### src/sv/sfr_pkg.sv
package sfr_pkg;

  localparam int SFR_MAX_PAYLOAD = 32;
  localparam int SFR_QUEUE_DEPTH = 4;

  localparam logic [7:0] SYNC_RESET = 8'hAA;
  localparam logic [7:0] CRC_POLY   = 8'h8C;

  // Parser phases of the receive side
  typedef enum logic [2:0] {
    PH_SYNC,
    PH_TYPE,
    PH_LEN,
    PH_DATA,
    PH_CRC
  } phase_t;

  // Pop sequencer states
  typedef enum logic {
    ST_IDLE,
    ST_POP
  } pop_state_t;

  typedef struct packed {
    logic ld_type;    // take TYPE byte, fold into CRC
    logic ld_len;     // take LEN byte, fold into CRC, rewind position
    logic wr_data;    // write payload byte, fold into CRC, advance position
    logic push;       // commit the assembled frame to the queue
    logic clr_crc;    // restart the frame CRC
    logic pop_start;  // latch the oldest frame and retire it from the queue
    logic pop_issue;  // emit one result into the output register
  } cmd_t;

  typedef struct packed {
    logic sync_hit;
    logic len_over;
    logic len_zero;
    logic data_last;
    logic crc_ok;
    logic pop_marker;
    logic pop_last;
    logic out_free;
  } sts_t;

  function automatic logic [7:0] crc8_byte(input logic [7:0] crc, input logic [7:0] b);
    logic [7:0] c;
    c = crc ^ b;
    for (int i = 0; i < 8; i++) begin
      if (c[0]) begin
        c = (c >> 1) ^ CRC_POLY;
      end else begin
        c = c >> 1;
      end
    end
    return c;
  endfunction

endpackage

### src/sv/sfr_ram.sv
module sfr_ram #(
  parameter int WIDTH = 8,
  parameter int DEPTH = 160
) (
  input  logic                     clk,
  input  logic                     we,
  input  logic [$clog2(DEPTH)-1:0] waddr,
  input  logic [WIDTH-1:0]         wdata,
  input  logic                     re,
  input  logic [$clog2(DEPTH)-1:0] raddr,
  output logic [WIDTH-1:0]         rdata
);

  logic [WIDTH-1:0] mem_r [DEPTH];
  logic [WIDTH-1:0] rdata_r;

  always_ff @(posedge clk) begin
    if (we) begin
      mem_r[waddr] <= wdata;
    end
    // hold read data until the next read
    if (re) begin
      rdata_r <= mem_r[raddr];
    end
  end

  assign rdata = rdata_r;

endmodule

### src/sv/sfr_ctrl.sv
module sfr_ctrl (
  input  logic          clk,
  input  logic          rst_n,
  input  logic          in_valid,
  input  logic          in_kind,
  output logic          in_ready,
  input  sfr_pkg::sts_t sts,
  output sfr_pkg::cmd_t cmd
);

  import sfr_pkg::*;

  phase_t     phase_r, phase_nxt;
  pop_state_t state_r, state_nxt;
  logic       rx_acc;
  logic       pop_acc;

  assign in_ready = (state_r == ST_IDLE);
  assign rx_acc   = in_valid && in_ready && !in_kind;
  assign pop_acc  = in_valid && in_ready && in_kind;

  // parser next phase
  always_comb begin
    phase_nxt = phase_r;
    if (rx_acc) begin
      unique case (phase_r)
        PH_SYNC: begin
          if (sts.sync_hit) phase_nxt = PH_TYPE;
        end
        PH_TYPE: phase_nxt = PH_LEN;
        PH_LEN: begin
          if (sts.len_over)      phase_nxt = PH_SYNC;
          else if (sts.len_zero) phase_nxt = PH_CRC;
          else                   phase_nxt = PH_DATA;
        end
        PH_DATA: begin
          if (sts.data_last) phase_nxt = PH_CRC;
        end
        PH_CRC: phase_nxt = sts.sync_hit ? PH_TYPE : PH_SYNC;
        default: phase_nxt = PH_SYNC;
      endcase
    end
  end

  // pop sequencer next state
  always_comb begin
    state_nxt = state_r;
    unique case (state_r)
      ST_IDLE: begin
        if (pop_acc) state_nxt = ST_POP;
      end
      ST_POP: begin
        if (sts.out_free && (sts.pop_marker || sts.pop_last)) state_nxt = ST_IDLE;
      end
      default: state_nxt = ST_IDLE;
    endcase
  end

  // commands
  always_comb begin
    cmd = '0;
    if (rx_acc) begin
      unique case (phase_r)
        PH_SYNC: cmd.clr_crc = sts.sync_hit;
        PH_TYPE: cmd.ld_type = 1'b1;
        PH_LEN: begin
          cmd.ld_len  = !sts.len_over;
          cmd.clr_crc = sts.len_over;
        end
        PH_DATA: cmd.wr_data = 1'b1;
        PH_CRC: begin
          cmd.push    = sts.crc_ok;
          cmd.clr_crc = 1'b1;
        end
        default: cmd.clr_crc = 1'b1;
      endcase
    end
    cmd.pop_start = pop_acc;
    cmd.pop_issue = (state_r == ST_POP) && sts.out_free;
  end

  always_ff @(posedge clk) begin
    if (!rst_n) begin
      phase_r <= PH_SYNC;
      state_r <= ST_IDLE;
    end else begin
      phase_r <= phase_nxt;
      state_r <= state_nxt;
    end
  end

endmodule

### src/sv/sfr_dp.sv
module sfr_dp #(
  parameter int MAX_PAYLOAD = sfr_pkg::SFR_MAX_PAYLOAD,
  parameter int QUEUE_DEPTH = sfr_pkg::SFR_QUEUE_DEPTH
) (
  input  logic          clk,
  input  logic          rst_n,
  input  logic          cfg_wr_en,
  input  logic [7:0]    cfg_wr_data,
  input  logic [7:0]    in_rx_byte,
  input  logic          out_ready,
  input  sfr_pkg::cmd_t cmd,
  output sfr_pkg::sts_t sts,
  output logic          out_valid,
  output logic          out_frame_ready,
  output logic [7:0]    out_frame_type,
  output logic [5:0]    out_payload_len,
  output logic [7:0]    out_payload_byte,
  output logic          out_byte_valid,
  output logic          out_last
);

  import sfr_pkg::*;

  // one spare slot holds the frame under assembly, so a full queue is never
  // disturbed until the new frame passes its CRC
  localparam int NSLOT = QUEUE_DEPTH + 1;
  localparam int SW    = $clog2(NSLOT);
  localparam int LW    = $clog2(MAX_PAYLOAD + 1);
  localparam int PW    = (MAX_PAYLOAD > 1) ? $clog2(MAX_PAYLOAD) : 1;
  localparam int DEPTH = NSLOT * MAX_PAYLOAD;
  localparam int AW    = $clog2(DEPTH);
  localparam int HW    = $clog2(QUEUE_DEPTH + 1);

  logic [7:0]    sync_r;
  logic [7:0]    crc_r, crc_nxt;
  logic [7:0]    type_r;
  logic [LW-1:0] len_r;
  logic [PW-1:0] pos_r;
  logic [LW-1:0] pos_inc;

  logic [SW-1:0] wslot_r, wslot_nxt;
  logic [SW-1:0] rslot_r, rslot_nxt;
  logic [HW-1:0] held_r, held_nxt;
  logic [7:0]    qtype_r [NSLOT];
  logic [LW-1:0] qlen_r  [NSLOT];

  logic [SW-1:0] pop_slot_r;
  logic [7:0]    pop_type_r;
  logic [LW-1:0] pop_len_r;
  logic [PW-1:0] pop_cnt_r;
  logic          pop_empty_r;

  logic          out_valid_r, out_valid_nxt;
  logic          frame_ready_r;
  logic [7:0]    frame_type_r;
  logic [5:0]    len_out_r;
  logic          bvalid_r;
  logic          last_r;

  logic [AW-1:0] waddr;
  logic [AW-1:0] raddr;
  logic          re;
  logic [7:0]    rdata;

  function automatic logic [SW-1:0] slot_inc(input logic [SW-1:0] s);
    return (s == SW'(NSLOT - 1)) ? '0 : s + SW'(1);
  endfunction

  assign pos_inc = LW'(pos_r) + LW'(1);

  always_comb begin
    sts            = '0;
    sts.sync_hit   = (in_rx_byte == sync_r);
    sts.len_over   = (in_rx_byte > 8'(MAX_PAYLOAD));
    sts.len_zero   = (in_rx_byte == 8'd0);
    sts.data_last  = (pos_inc >= len_r);
    sts.crc_ok     = (crc_r == in_rx_byte);
    sts.pop_marker = pop_empty_r || (pop_len_r == '0);
    sts.pop_last   = ((LW'(pop_cnt_r) + LW'(1)) == pop_len_r);
    sts.out_free   = !out_valid_r || out_ready;
  end

  always_comb begin
    crc_nxt = crc_r;
    if (cmd.clr_crc) begin
      crc_nxt = '0;
    end else if (cmd.ld_type || cmd.ld_len || cmd.wr_data) begin
      crc_nxt = crc8_byte(crc_r, in_rx_byte);
    end
  end

  // queue pointers; push and pop start never share a cycle
  always_comb begin
    wslot_nxt = wslot_r;
    rslot_nxt = rslot_r;
    held_nxt  = held_r;
    if (cmd.push) begin
      wslot_nxt = slot_inc(wslot_r);
      if (held_r == HW'(QUEUE_DEPTH)) begin
        rslot_nxt = slot_inc(rslot_r);
      end else begin
        held_nxt = held_r + HW'(1);
      end
    end else if (cmd.pop_start && (held_r != '0)) begin
      rslot_nxt = slot_inc(rslot_r);
      held_nxt  = held_r - HW'(1);
    end
  end

  always_comb begin
    out_valid_nxt = out_valid_r;
    if (cmd.pop_issue) begin
      out_valid_nxt = 1'b1;
    end else if (out_ready) begin
      out_valid_nxt = 1'b0;
    end
  end

  always_ff @(posedge clk) begin
    if (!rst_n) begin
      sync_r      <= SYNC_RESET;
      crc_r       <= '0;
      wslot_r     <= '0;
      rslot_r     <= '0;
      held_r      <= '0;
      out_valid_r <= 1'b0;
    end else begin
      if (cfg_wr_en) sync_r <= cfg_wr_data;
      crc_r       <= crc_nxt;
      wslot_r     <= wslot_nxt;
      rslot_r     <= rslot_nxt;
      held_r      <= held_nxt;
      out_valid_r <= out_valid_nxt;
    end
  end

  always_ff @(posedge clk) begin
    if (cmd.ld_type) type_r <= in_rx_byte;
    if (cmd.ld_len) begin
      len_r <= LW'(in_rx_byte);
      pos_r <= '0;
    end else if (cmd.wr_data) begin
      pos_r <= PW'(pos_inc);
    end
    if (cmd.push) begin
      qtype_r[wslot_r] <= type_r;
      qlen_r[wslot_r]  <= len_r;
    end
    if (cmd.pop_start) begin
      pop_empty_r <= (held_r == '0);
      pop_type_r  <= qtype_r[rslot_r];
      pop_len_r   <= qlen_r[rslot_r];
      pop_slot_r  <= rslot_r;
      pop_cnt_r   <= '0;
    end else if (cmd.pop_issue) begin
      pop_cnt_r <= pop_cnt_r + PW'(1);
    end
    if (cmd.pop_issue) begin
      frame_ready_r <= !pop_empty_r;
      frame_type_r  <= pop_empty_r ? 8'd0 : pop_type_r;
      len_out_r     <= sts.pop_marker ? 6'd0 : 6'(pop_len_r);
      bvalid_r      <= !sts.pop_marker;
      last_r        <= sts.pop_marker || sts.pop_last;
    end
  end

  assign waddr = AW'(AW'(wslot_r) * AW'(MAX_PAYLOAD) + AW'(pos_r));
  assign raddr = AW'(AW'(pop_slot_r) * AW'(MAX_PAYLOAD) + AW'(pop_cnt_r));
  assign re    = cmd.pop_issue && !sts.pop_marker;

  sfr_ram #(
    .WIDTH (8),
    .DEPTH (DEPTH)
  ) u_payload_ram (
    .clk   (clk),
    .we    (cmd.wr_data),
    .waddr (waddr),
    .wdata (in_rx_byte),
    .re    (re),
    .raddr (raddr),
    .rdata (rdata)
  );

  assign out_valid        = out_valid_r;
  assign out_frame_ready  = frame_ready_r;
  assign out_frame_type   = frame_type_r;
  assign out_payload_len  = len_out_r;
  assign out_payload_byte = bvalid_r ? rdata : 8'd0;
  assign out_byte_valid   = bvalid_r;
  assign out_last         = last_r;

endmodule

### src/sv/sync_frame_receiver_crc8_unit.sv
// Receive-side parser for framed messages SYNC, TYPE, LEN, PAYLOAD[LEN], CRC,
// with a queue of up to QUEUE_DEPTH good frames (oldest overwritten when full).
// Each input transaction is either one received line byte (in_kind = 0) or a
// pop request (in_kind = 1). A line byte gives no result; bytes can stream in
// back to back. The CRC is CRC-8, reflected polynomial 0x8C, initial value 0,
// over TYPE, LEN and the payload; a LEN above MAX_PAYLOAD drops the frame, and
// a CRC byte equal to the sync value (pass or fail) starts a new frame. A pop
// returns the oldest frame as one result per payload byte, or a single marker
// result for an empty queue or a zero-length frame, with out_last set on the
// final one. Taking a pop latches the frame, and the input is then held off
// until the final result has been issued; results come one per cycle out of
// the single read port of the payload RAM while the result side accepts them,
// and backpressure on the result side holds the input off for longer. The RAM
// holds QUEUE_DEPTH + 1 frame slots: the spare slot takes the frame under
// assembly so a full queue stays intact until the new frame passes its CRC.
// The memories need no clearing after reset. The sync value is written
// through cfg_wr_en / cfg_wr_data and resets to 0xAA.
module sync_frame_receiver_crc8_unit #(
  parameter int MAX_PAYLOAD = sfr_pkg::SFR_MAX_PAYLOAD,
  parameter int QUEUE_DEPTH = sfr_pkg::SFR_QUEUE_DEPTH
) (
  input  logic       clk,
  input  logic       rst_n,
  input  logic       cfg_wr_en,
  input  logic [7:0] cfg_wr_data,
  input  logic       in_valid,
  output logic       in_ready,
  input  logic       in_kind,
  input  logic [7:0] in_rx_byte,
  output logic       out_valid,
  input  logic       out_ready,
  output logic       out_frame_ready,
  output logic [7:0] out_frame_type,
  output logic [5:0] out_payload_len,
  output logic [7:0] out_payload_byte,
  output logic       out_byte_valid,
  output logic       out_last
);

  import sfr_pkg::*;

  cmd_t cmd;
  sts_t sts;

  // Controller: parser phases and pop sequencing
  sfr_ctrl u_ctrl (
    .clk      (clk),
    .rst_n    (rst_n),
    .in_valid (in_valid),
    .in_kind  (in_kind),
    .in_ready (in_ready),
    .sts      (sts),
    .cmd      (cmd)
  );

  // Datapath: CRC, frame assembly, queue, payload RAM and output register
  sfr_dp #(
    .MAX_PAYLOAD (MAX_PAYLOAD),
    .QUEUE_DEPTH (QUEUE_DEPTH)
  ) u_dp (
    .clk              (clk),
    .rst_n            (rst_n),
    .cfg_wr_en        (cfg_wr_en),
    .cfg_wr_data      (cfg_wr_data),
    .in_rx_byte       (in_rx_byte),
    .out_ready        (out_ready),
    .cmd              (cmd),
    .sts              (sts),
    .out_valid        (out_valid),
    .out_frame_ready  (out_frame_ready),
    .out_frame_type   (out_frame_type),
    .out_payload_len  (out_payload_len),
    .out_payload_byte (out_payload_byte),
    .out_byte_valid   (out_byte_valid),
    .out_last         (out_last)
  );

`ifndef SYNTHESIS
  // Data results only come from a delivered frame
  a_data_has_frame: assert property (@(posedge clk) disable iff (!rst_n)
    out_valid && out_byte_valid |-> out_frame_ready)
    else $error("payload byte flagged valid without a frame");

  // Empty-queue marker is a single cleared result
  a_empty_marker: assert property (@(posedge clk) disable iff (!rst_n)
    out_valid && !out_frame_ready |-> out_last && !out_byte_valid &&
      (out_frame_type == 8'd0) && (out_payload_len == 6'd0))
    else $error("empty marker malformed");

  // A pop holds off the input in the cycle after the pop request
  a_pop_blocks: assert property (@(posedge clk) disable iff (!rst_n)
    in_valid && in_ready && in_kind |=> !in_ready)
    else $error("input taken right after a pop request");

  // Parser issues at most one of ld_type, ld_len, wr_data and push per byte
  a_one_parse_cmd: assert property (@(posedge clk) disable iff (!rst_n)
    $onehot0({cmd.ld_type, cmd.ld_len, cmd.wr_data, cmd.push}))
    else $error("conflicting parser commands");
`endif

endmodule
### config.mk
export PLATFORM = sky130hd
export DESIGN_NAME = sync_frame_receiver_crc8_unit
export DESIGN_NICKNAME = d
export VERILOG_FILES = /design/src/sv/sfr_pkg.sv /design/src/sv/sfr_ram.sv /design/src/sv/sfr_ctrl.sv /design/src/sv/sfr_dp.sv /design/src/sv/sync_frame_receiver_crc8_unit.sv
export SDC_FILE = /design/constraint.sdc
export NUM_CORES = 1
export LEC_CHECK = 0
export BUFFER_PORTS_ARGS = -buffer_cell sky130_fd_sc_hd__buf_2
export CORE_MARGIN = 2
export CORE_UTILIZATION = 35
export DETAILED_ROUTE_END_ITERATION = 7
export GPL_TIMING_DRIVEN = 0
export HOLD_SLACK_MARGIN = 0.02
export PLACE_DENSITY = 0.59
export SLEW_MARGIN = 20
export SYNTH_ARGS = -nofsm -noshare
export SYNTH_HDL_FRONTEND = slang
export SYNTH_SLANG_ARGS = --single-unit
export TNS_END_PERCENT = 10
### constraint.sdc
create_clock -name clk -period 4.2 [get_ports clk]
set_input_delay 0.21 -clock clk [delete_from_list [all_inputs] [get_ports clk]]
set_output_delay 0.21 -clock clk [all_outputs]
set_load 0.005 [all_outputs]
==> results.md, run 1 <==
* DRT Wirelength at 157000 um
* RePlAce Congestion at between 0.9 and 1
* Total CTS buffers at 151
* Fillers at between 10000 and 15000
* Initial Utilization at between 30% and 40%
* Initial DRC count at 3854
* Post-place setup slack at 0.0462 ns
* Synth Net Count at approximately 2900
* Synth Cell Area at 57000 um2
* Hold depth at 3
* Commonest non-fill, non-tap cell in the layout: edfxtp_1
* Sequential area share after synthesis at 75.5%
* Drt drc at 0
* H-tree depth at 4
* Yosys reg bits at around 1400
* Reg-to-reg startpoint: u_dp.pop_cnt_r[3]
* Seq pwr share at a little over half
* Cell family with most CP delay: compound AO/OA/AOI/OAI gates
* Clock share of power at around 43%
* GRT Resource Usage Total at a little under a fifth
* Yosys Warn Count at 0
* Post-Synthesis Cells at 2893
* Clock Sinks at roughly 1400
* Post-synth cell types at 67
* Drt pass-1 iters at 8
* R2R depth at 7
* Status: completed
* Area growth from synthesis to layout at 14.8%
* Crit start category: flop
* Clock-pin slew on the worst setup and hold paths at approximately 0.060 ns
* Leakage power at about 20 nW
* Longest Clk Path Bufs at 3
* Switching Power at 6.33 mW
* RR Endpoint: u_dp.u_payload_ram.rdata[2]
* Worst IR Drop VDD at ~0.38 mV
* Layout Skew at about 0.026 ns
* Clock Latency Late Sink at around 0.78 ns
* CP required at between 4 and 5 ns
* CTS tree: yes
* Final core occ at 40.4%
* First-pass GRT wire length at 220000 um
* IO Pins at between 40 and 50
* Hold slack at between 0.07 and 0.08 ns
* Grt ovf at 0
* Syn avg cell area at 19.7 um2
* Routed vias/inst at about 5.5
* CP max stage cell: buf_1
* Int Pwr at roughly 24 mW
* Hold endpoint: u_dp.sync_r[4]
* Top_reg_cell synth: edfxtp_1
* Hold Fails Final Rpt at 0
* Nets@finish at between 3000 and 4000
* Layout cells sized above 1 at 20.9%
* Logic pwr share at approximately 4.5%
* Async SR Flop Fraction at 0%
* Peak fanout along the critical path at 10
* FP Rows at approximately 150
* Fmax at about 0.24 GHz
* Worst Hold Class: in -> reg
* Cell Chain, Critical Path: buf_2 -> buf_1 -> buf_2 -> o21ai_0 -> a2111oi_1 -> a211oi_1 -> a211oi_1
* Minimum clock period at 4.19 ns
* Final setup viols at 0
* Max Cap Viol at 0
* Chip width at ~400 um
* Most frequent cells in the layout: 1407 x edfxtp_1, 270 x mux4_2, 213 x nor2_1
* Antenna-violating nets left at 0
* Port Buffers at 47
* Final period utilization at approximately 100%
* Pwr per Cell Area at approximately 460 nW/um2
* WL/cell at a little under 30 um
* Sw Share at about a fifth
* Final worst slack at slightly below 0.006 ns
* Rel. slew slack at between 20% and 30%
* Final HPWL DP at about 100000 um
* Largest net degree at the start of global routing at 125
* Hold_sp: cfg_wr_en
* Critical path class: reg -> reg
* Number of global-route vias before repair at 29200
* CP peak stage delay at roughly 0.84 ns
* Die Y at between 400 and 500 um
* Worst setup EP type: flop
* WP buf/inv at 3
* Slew @ Worst Pin at around 1.1 ns
* Unrepaired setup endpoints after global routing: yes
* Via count at about 30000
* Post-synth EDFFs at around 1400
* Count of pins over their slew limit at 0
* R2R Setup Slk at 0.006 ns
* Initial antenna violation count at 2
* Worst EP arrival at ~4.7 ns
* Root Driver: clkbuf_16
* Die ar. at between 150000 and 200000 um2
* Placeable Area at 162000 um2
-- what timing repair did --
action / 4_1_cts / 5_1_grt
gates resized for setup: 0 / 7
hold buffers: 29 / 0
endpoints found under the setup margin: 0 / 19
hold endpoints to repair: 600 / 0
setup buffers: 0 / 0
-- synthesized netlist by cell type (15+ instances only) --
library cell | count | area, um2
edfxtp_1 | 1407 | 42300
mux4_2 | 270 | 6080
nor2_1 | 219 | 822
mux2i_1 | 173 | 1730
nand2_1 | 86 | 323
a21oi_1 | 51 | 255
clkbuf_1 | 50 | 188
buf_2 | 48 | 240
a22oi_1 | 41 | 308
dfxtp_1 | 40 | 801
nand3_1 | 36 | 180
o22ai_1 | 36 | 225
xnor2_1 | 34 | 298
o21ai_0 | 30 | 150
nor2b_1 | 29 | 181
a211oi_1 | 22 | 165
inv_1 | 19 | 71.3
o221ai_1 | 18 | 158
buf_6 | 17 | 191
and2_1 | 16 | 100
o211ai_1 | 16 | 120
ha_1 | 15 | 188
-- sequential cells by signal, summed over array words and instances, names as in the netlist, 6 cells and up --
name                      cells
u_dp.crc_r                    8
u_dp.pop_type_r               8
u_dp.out_payload_len          6
u_dp.type_r                   8
u_dp.out_frame_type           8
u_dp.sync_r                   8
u_dp.qtype_r                 40
u_dp.u_payload_ram.mem_r   1280
u_dp.pop_len_r                6
u_dp.qlen_r                  30
u_dp.u_payload_ram.rdata      8
u_dp.len_r                    6
-- layer usage --
| layer | wire, um | share of wire, % | up-vias | GRT usage (%) |
|---|---|---|---|---|
| met1 | 64800 | 41 | 15700 | 26.1 |
| met5 | 13 | 0.0083 | - | 0 |
| met4 | 5540 | 3.5 | 2 | 6.90 |
| li1 | - | - | 12300 | - |
| met3 | 14300 | 9.1 | 286 | 3.90 |
| met2 | 72700 | 46 | 1526 | 28.7 |
-- layout make-up --
cell class,instances,area (um2),share of cell area (%)
Sequential cell,1447,43100,65.7
Clock inverter,73,601,0.917
Tap cell,2175,2720,4.16
Clock buffer,197,4090,6.24
Antenna cell,4,10.0,0.0153
Inverter,19,71.3,0.109
Multi-Input combinational cell,1273,13000,19.9
Buffer,154,988,1.51
Timing Repair Buffer,91,908,1.39
-- through the flow --
stage	power (mW)	setup TNS [ns]	instance area [um2]	std cells
2_1_floorplan	16.9	0	57000	2893
3_3_place_gp	17.5	-188.76	60000	5115
3_5_place_dp	17.5	0	60500	5130
4_1_cts	30.2	0	65500	5429
5_1_grt	30.8	-0.00752	65500	5430
6_report	30.0	0	65500	5433
-- power groups by stage --
stage,Clock [mW],Combinational [mW],Sequential (mW)
floorplan,0,0.723,16.1
finish,12.8,1.34,15.8
detailed placement,0,1.32,16.1
CTS,13.0,1.35,15.8
global route,13.6,1.41,15.8
global placement,0,1.27,16.2
-- logic make-up (layout without fill, tap and decap cells) --
family                     after synthesis  in the layout  synth area share [%]
buffers and inverters                  173            534                  1.85
other                                    0              4                     0
xor gates and xnor gates                46             46                 0.707
and+or+nand+nor                        456            456                  3.65
muxes                                  467            467                  14.4
adders and majority gates               16             16                 0.364
DFF                                   1447           1447                  75.5
AOI/OAI and AO/OA                      288            288                  3.50
-- how the worst max path moves through the flow --
stage          slack, ns  cells after the start              start                     endpoint
2_1_floorplan       1.16                      6      u_dp.crc_r[4]            u_dp.qlen_r[0][0]
5_1_grt           -0.008                      7  u_dp.pop_cnt_r[3]  u_dp.u_payload_ram.rdata[2]
3_3_place_gp       -2.58                      7      in_rx_byte[2]           u_dp.qtype_r[1][3]
4_1_cts             0.04                      8  u_dp.pop_cnt_r[1]  u_dp.u_payload_ram.rdata[5]
6_report           0.006                      7  u_dp.pop_cnt_r[3]  u_dp.u_payload_ram.rdata[2]
3_5_place_dp        0.05                      8  u_dp.pop_cnt_r[1]  u_dp.u_payload_ram.rdata[5]
-- worst register-to-register path, stage by stage, from the launching register on --
cell and delay [ns]:
dfxtp_1 0.44, buf_2 0.31, buf_1 0.84, buf_2 0.45
o21ai_0 0.15, a2111oi_1 0.72, a211oi_1 0.32, a211oi_1 0.67
(Power assumes the default switching activity.)
==> inputs of run 2 (changes only) <==
- HOLD_SLACK_MARGIN: 0.02 -> 0.12
- PLACE_DENSITY: 0.59 -> 0.61
- clock period: 4.2 -> 3.5 ns (I/O delays scaled with it)
==> results.md, run 2 (synthesis results as in run 1) <==
* Total CTS buffers at 149 (-1.3%)
* FP Rows at 148 (unchanged)
* Number of global-route vias before repair at 29700 (+1.5%)
* Via count at 29900 (+0.20%)
* IO Pins at 49 (unchanged)
* Final HPWL DP at 101000 um (-1.6%)
* Worst Hold Class: in -> reg
* Routed vias/inst at 5.49 (about the same)
* H-tree depth at 4 (unchanged)
* Failing checks: negative setup slack
* Area growth from synthesis to layout at 16.0%
* Placed Cells at 5131 (+0.019%)
* Initial DRC count at 4242 (+10%)
* Nets@finish at 3185 (+0.31%)
* GRT Resource Usage Total at 18.5% (-0.15 points)
* Final period utilization at 103% (+2.7 points)
* Worst IR Drop VDD at 0.521 mV (+36%)
* CP max stage cell: a222oi_1
* Status: finished with violations
* Drt pass-1 iters at 6 (-2)
* Hold Fails Final Rpt at 0 (unchanged)
* Pwr per Cell Area at 544 nW/um2 (+19%)
* Count of pins over their slew limit at 0 (unchanged)
* Crit start category: flop
* Minimum clock period at 3.59 ns (-0.605 ns)
* Rel. slew slack at 24.0% (-0.61 points)
* CP peak stage delay at 0.79 ns (-0.05 ns)
* CP required at 3.92 ns (-0.76 ns)
* Layout cells sized above 1 at 25.3% (+4.4 points)
* Max Cap Viol at 0 (unchanged)
* Placed Area at 60500 um2 (about the same)
* RePlAce Congestion at 0.947 (+2.9%)
* Worst setup EP type: flop
* CTS tree: yes
* Fillers at 14400 (-0.38%)
* Filler-free cell count of the finished design at 5445 (+0.22%)
* Worst EP arrival at 4.01 ns (-0.66 ns)
* Multi-input logic area at 13600 um2 (+4.2%)
* Antenna-violating nets left at 0 (unchanged)
* Final worst slack at -0.0889 ns (-0.0947 ns)
* WP buf/inv at 3 (unchanged)
* Cell Chain, Critical Path: buf_6 -> buf_6 -> nor2b_2 -> buf_2 -> nand2_1 -> nand2_1 -> a21oi_1 -> a21o_1 -> a222oi_1 -> a211oi_1
* Fmax at 0.279 GHz (+17%)
* Top reg by flops: u_dp.u_payload_ram.mem_r
* Slew @ Worst Pin at 1.14 ns (+0.00912 ns)
* Initial antenna violation count at 0 (-2)
* Clock-pin slew on the worst setup and hold paths at 0.06 ns (about the same)
* Longest Clk Path Bufs at 3 (unchanged)
* Drt drc at 0 (unchanged)
* Die ar. at 166000 um2 (unchanged)
* Layout Skew at 0.0353 ns (+0.00887 ns)
* DRT Wirelength at 155000 um (-1.2%)
* Biggest regs: u_dp.u_payload_ram.mem_r x1280, u_dp.qtype_r x40, u_dp.qlen_r x30
* Peak fanout along the critical path at 10 (unchanged)
* Port Buffers at 47 (unchanged)
* Critical path class: reg -> reg
* Leakage power at 19.9 nW (+0.55%)
* First-pass GRT wire length at 220000 um (about the same)
* Unrepaired setup endpoints after global routing: yes
* Initial Utilization at 35.2% (unchanged)
* Clock Latency Late Sink at 0.79 ns (about the same)
* Chip width at 408 um (unchanged)
* Fin area at 66200 um2 (+1.0%)
* Largest net degree at the start of global routing at 125 (unchanged)
* Most frequent cells in the layout: 1407 x edfxtp_1, 270 x mux4_2, 173 x mux2i_1
* Commonest non-fill, non-tap cell in the layout: edfxtp_1
* Die Y at 408 um (unchanged)
* Max reg flops at 1280 (unchanged)
* Clock Sinks at 1447 (unchanged)
* Cell family with most CP delay: compound AO/OA/AOI/OAI gates
* Final setup viols at 7 (+7)
* WL/cell at 28.5 um (-1.4%)
* Root Driver: clkbuf_16
* Placeable Area at 162000 um2 (unchanged)
* Post-CTS Setup Repair Bufs at 0 (unchanged)
* Grt ovf at 0 (unchanged)
* Register area at 43100 um2 (unchanged)
[run 2: cell types whose count changed in the layout (fill, tap and decap cells not counted), moves of 9 or more]
cell           change
nor2_1           -115
nor2_2            +93
nor2_4            +22
dlygate4sd3_1     +11
buf_4              +9
[run 2: power by group]
part | switching, mW | total, mW | internal, mW | leakage (nW)
Combinational | 0.989 | 1.63 | 0.646 | 4.61
Sequential | 0.0227 | 19.0 | 19.0 | 13.0
Clock | 6.61 | 15.4 | 8.75 | 2.29
Total | 7.62 | 36.0 | 28.4 | 19.9
[run 2: per-layer routing]
layer	global-route usage, %	share of wire [%]	vias to the layer above
li1	-	-	12300
met1	25.6	41	15800
met2	28.9	47	1508
met3	4.09	9.0	261
met4	6.30	3.3	0
met5	0	0	-
[run 2: worst paths after layout]
path,endpoint,start,depth (start not counted),slack (ns)
max,u_dp.u_payload_ram.rdata[3],u_dp.pop_cnt_r[0],10,-0.09
max reg2reg,u_dp.u_payload_ram.rdata[3],u_dp.pop_cnt_r[0],10,-0.09
min reg2reg,u_dp.pop_slot_r[2],u_dp.rslot_r[2],0,0.44
min,u_dp.out_valid,out_ready,4,0.26
[run 2: worst register-to-register path: cells and delay by family, from the launching register on]
| family | cells | cell delay [ns] |
|---|---|---|
| and+or+nand+nor | 3 | 0.62 |
| buffers and inverters | 3 | 0.82 |
| DFF | 1 | 0.37 |
| AOI/OAI and AO/OA | 4 | 1.42 |
[run 2: repair_timing]
item | 4_1_cts | 5_1_grt
hold buffers | 40 | 0
pin swaps | 2 | 0
hold endpoints to repair | 535 | 0
gates resized for setup | 125 | 66
setup endpoints to repair | 1093 | 1200
[run 2: area by class of cell]
class	instances	share of cell area, %
diodes	1	0.00378
plain buffers	154	1.57
clock buffers	195	6.12
clock inverters	78	0.944
inverters	19	0.108
multi-input cells	1273	20.5
flip-flops and latches	1447	65.1
well taps	2175	4.11
repair buffers	103	1.53
[run 2: stage by stage]
step,util (%),hold WS (ns),setup slack [ns],power [mW],TNS (ns)
6_report,40.8,0.258,-0.0889,36.0,-0.324
5_1_grt,40.8,0.282,-0.0832,36.9,-2.63
4_1_cts,40.6,0.210,-0.375,36.2,-190.88
3_5_place_dp,37.3,0.397,-0.750,21.0,-230.08
2_1_floorplan,-,0.274,0.456,20.2,0
3_3_place_gp,37.0,0.392,-3.24,20.9,-803.25
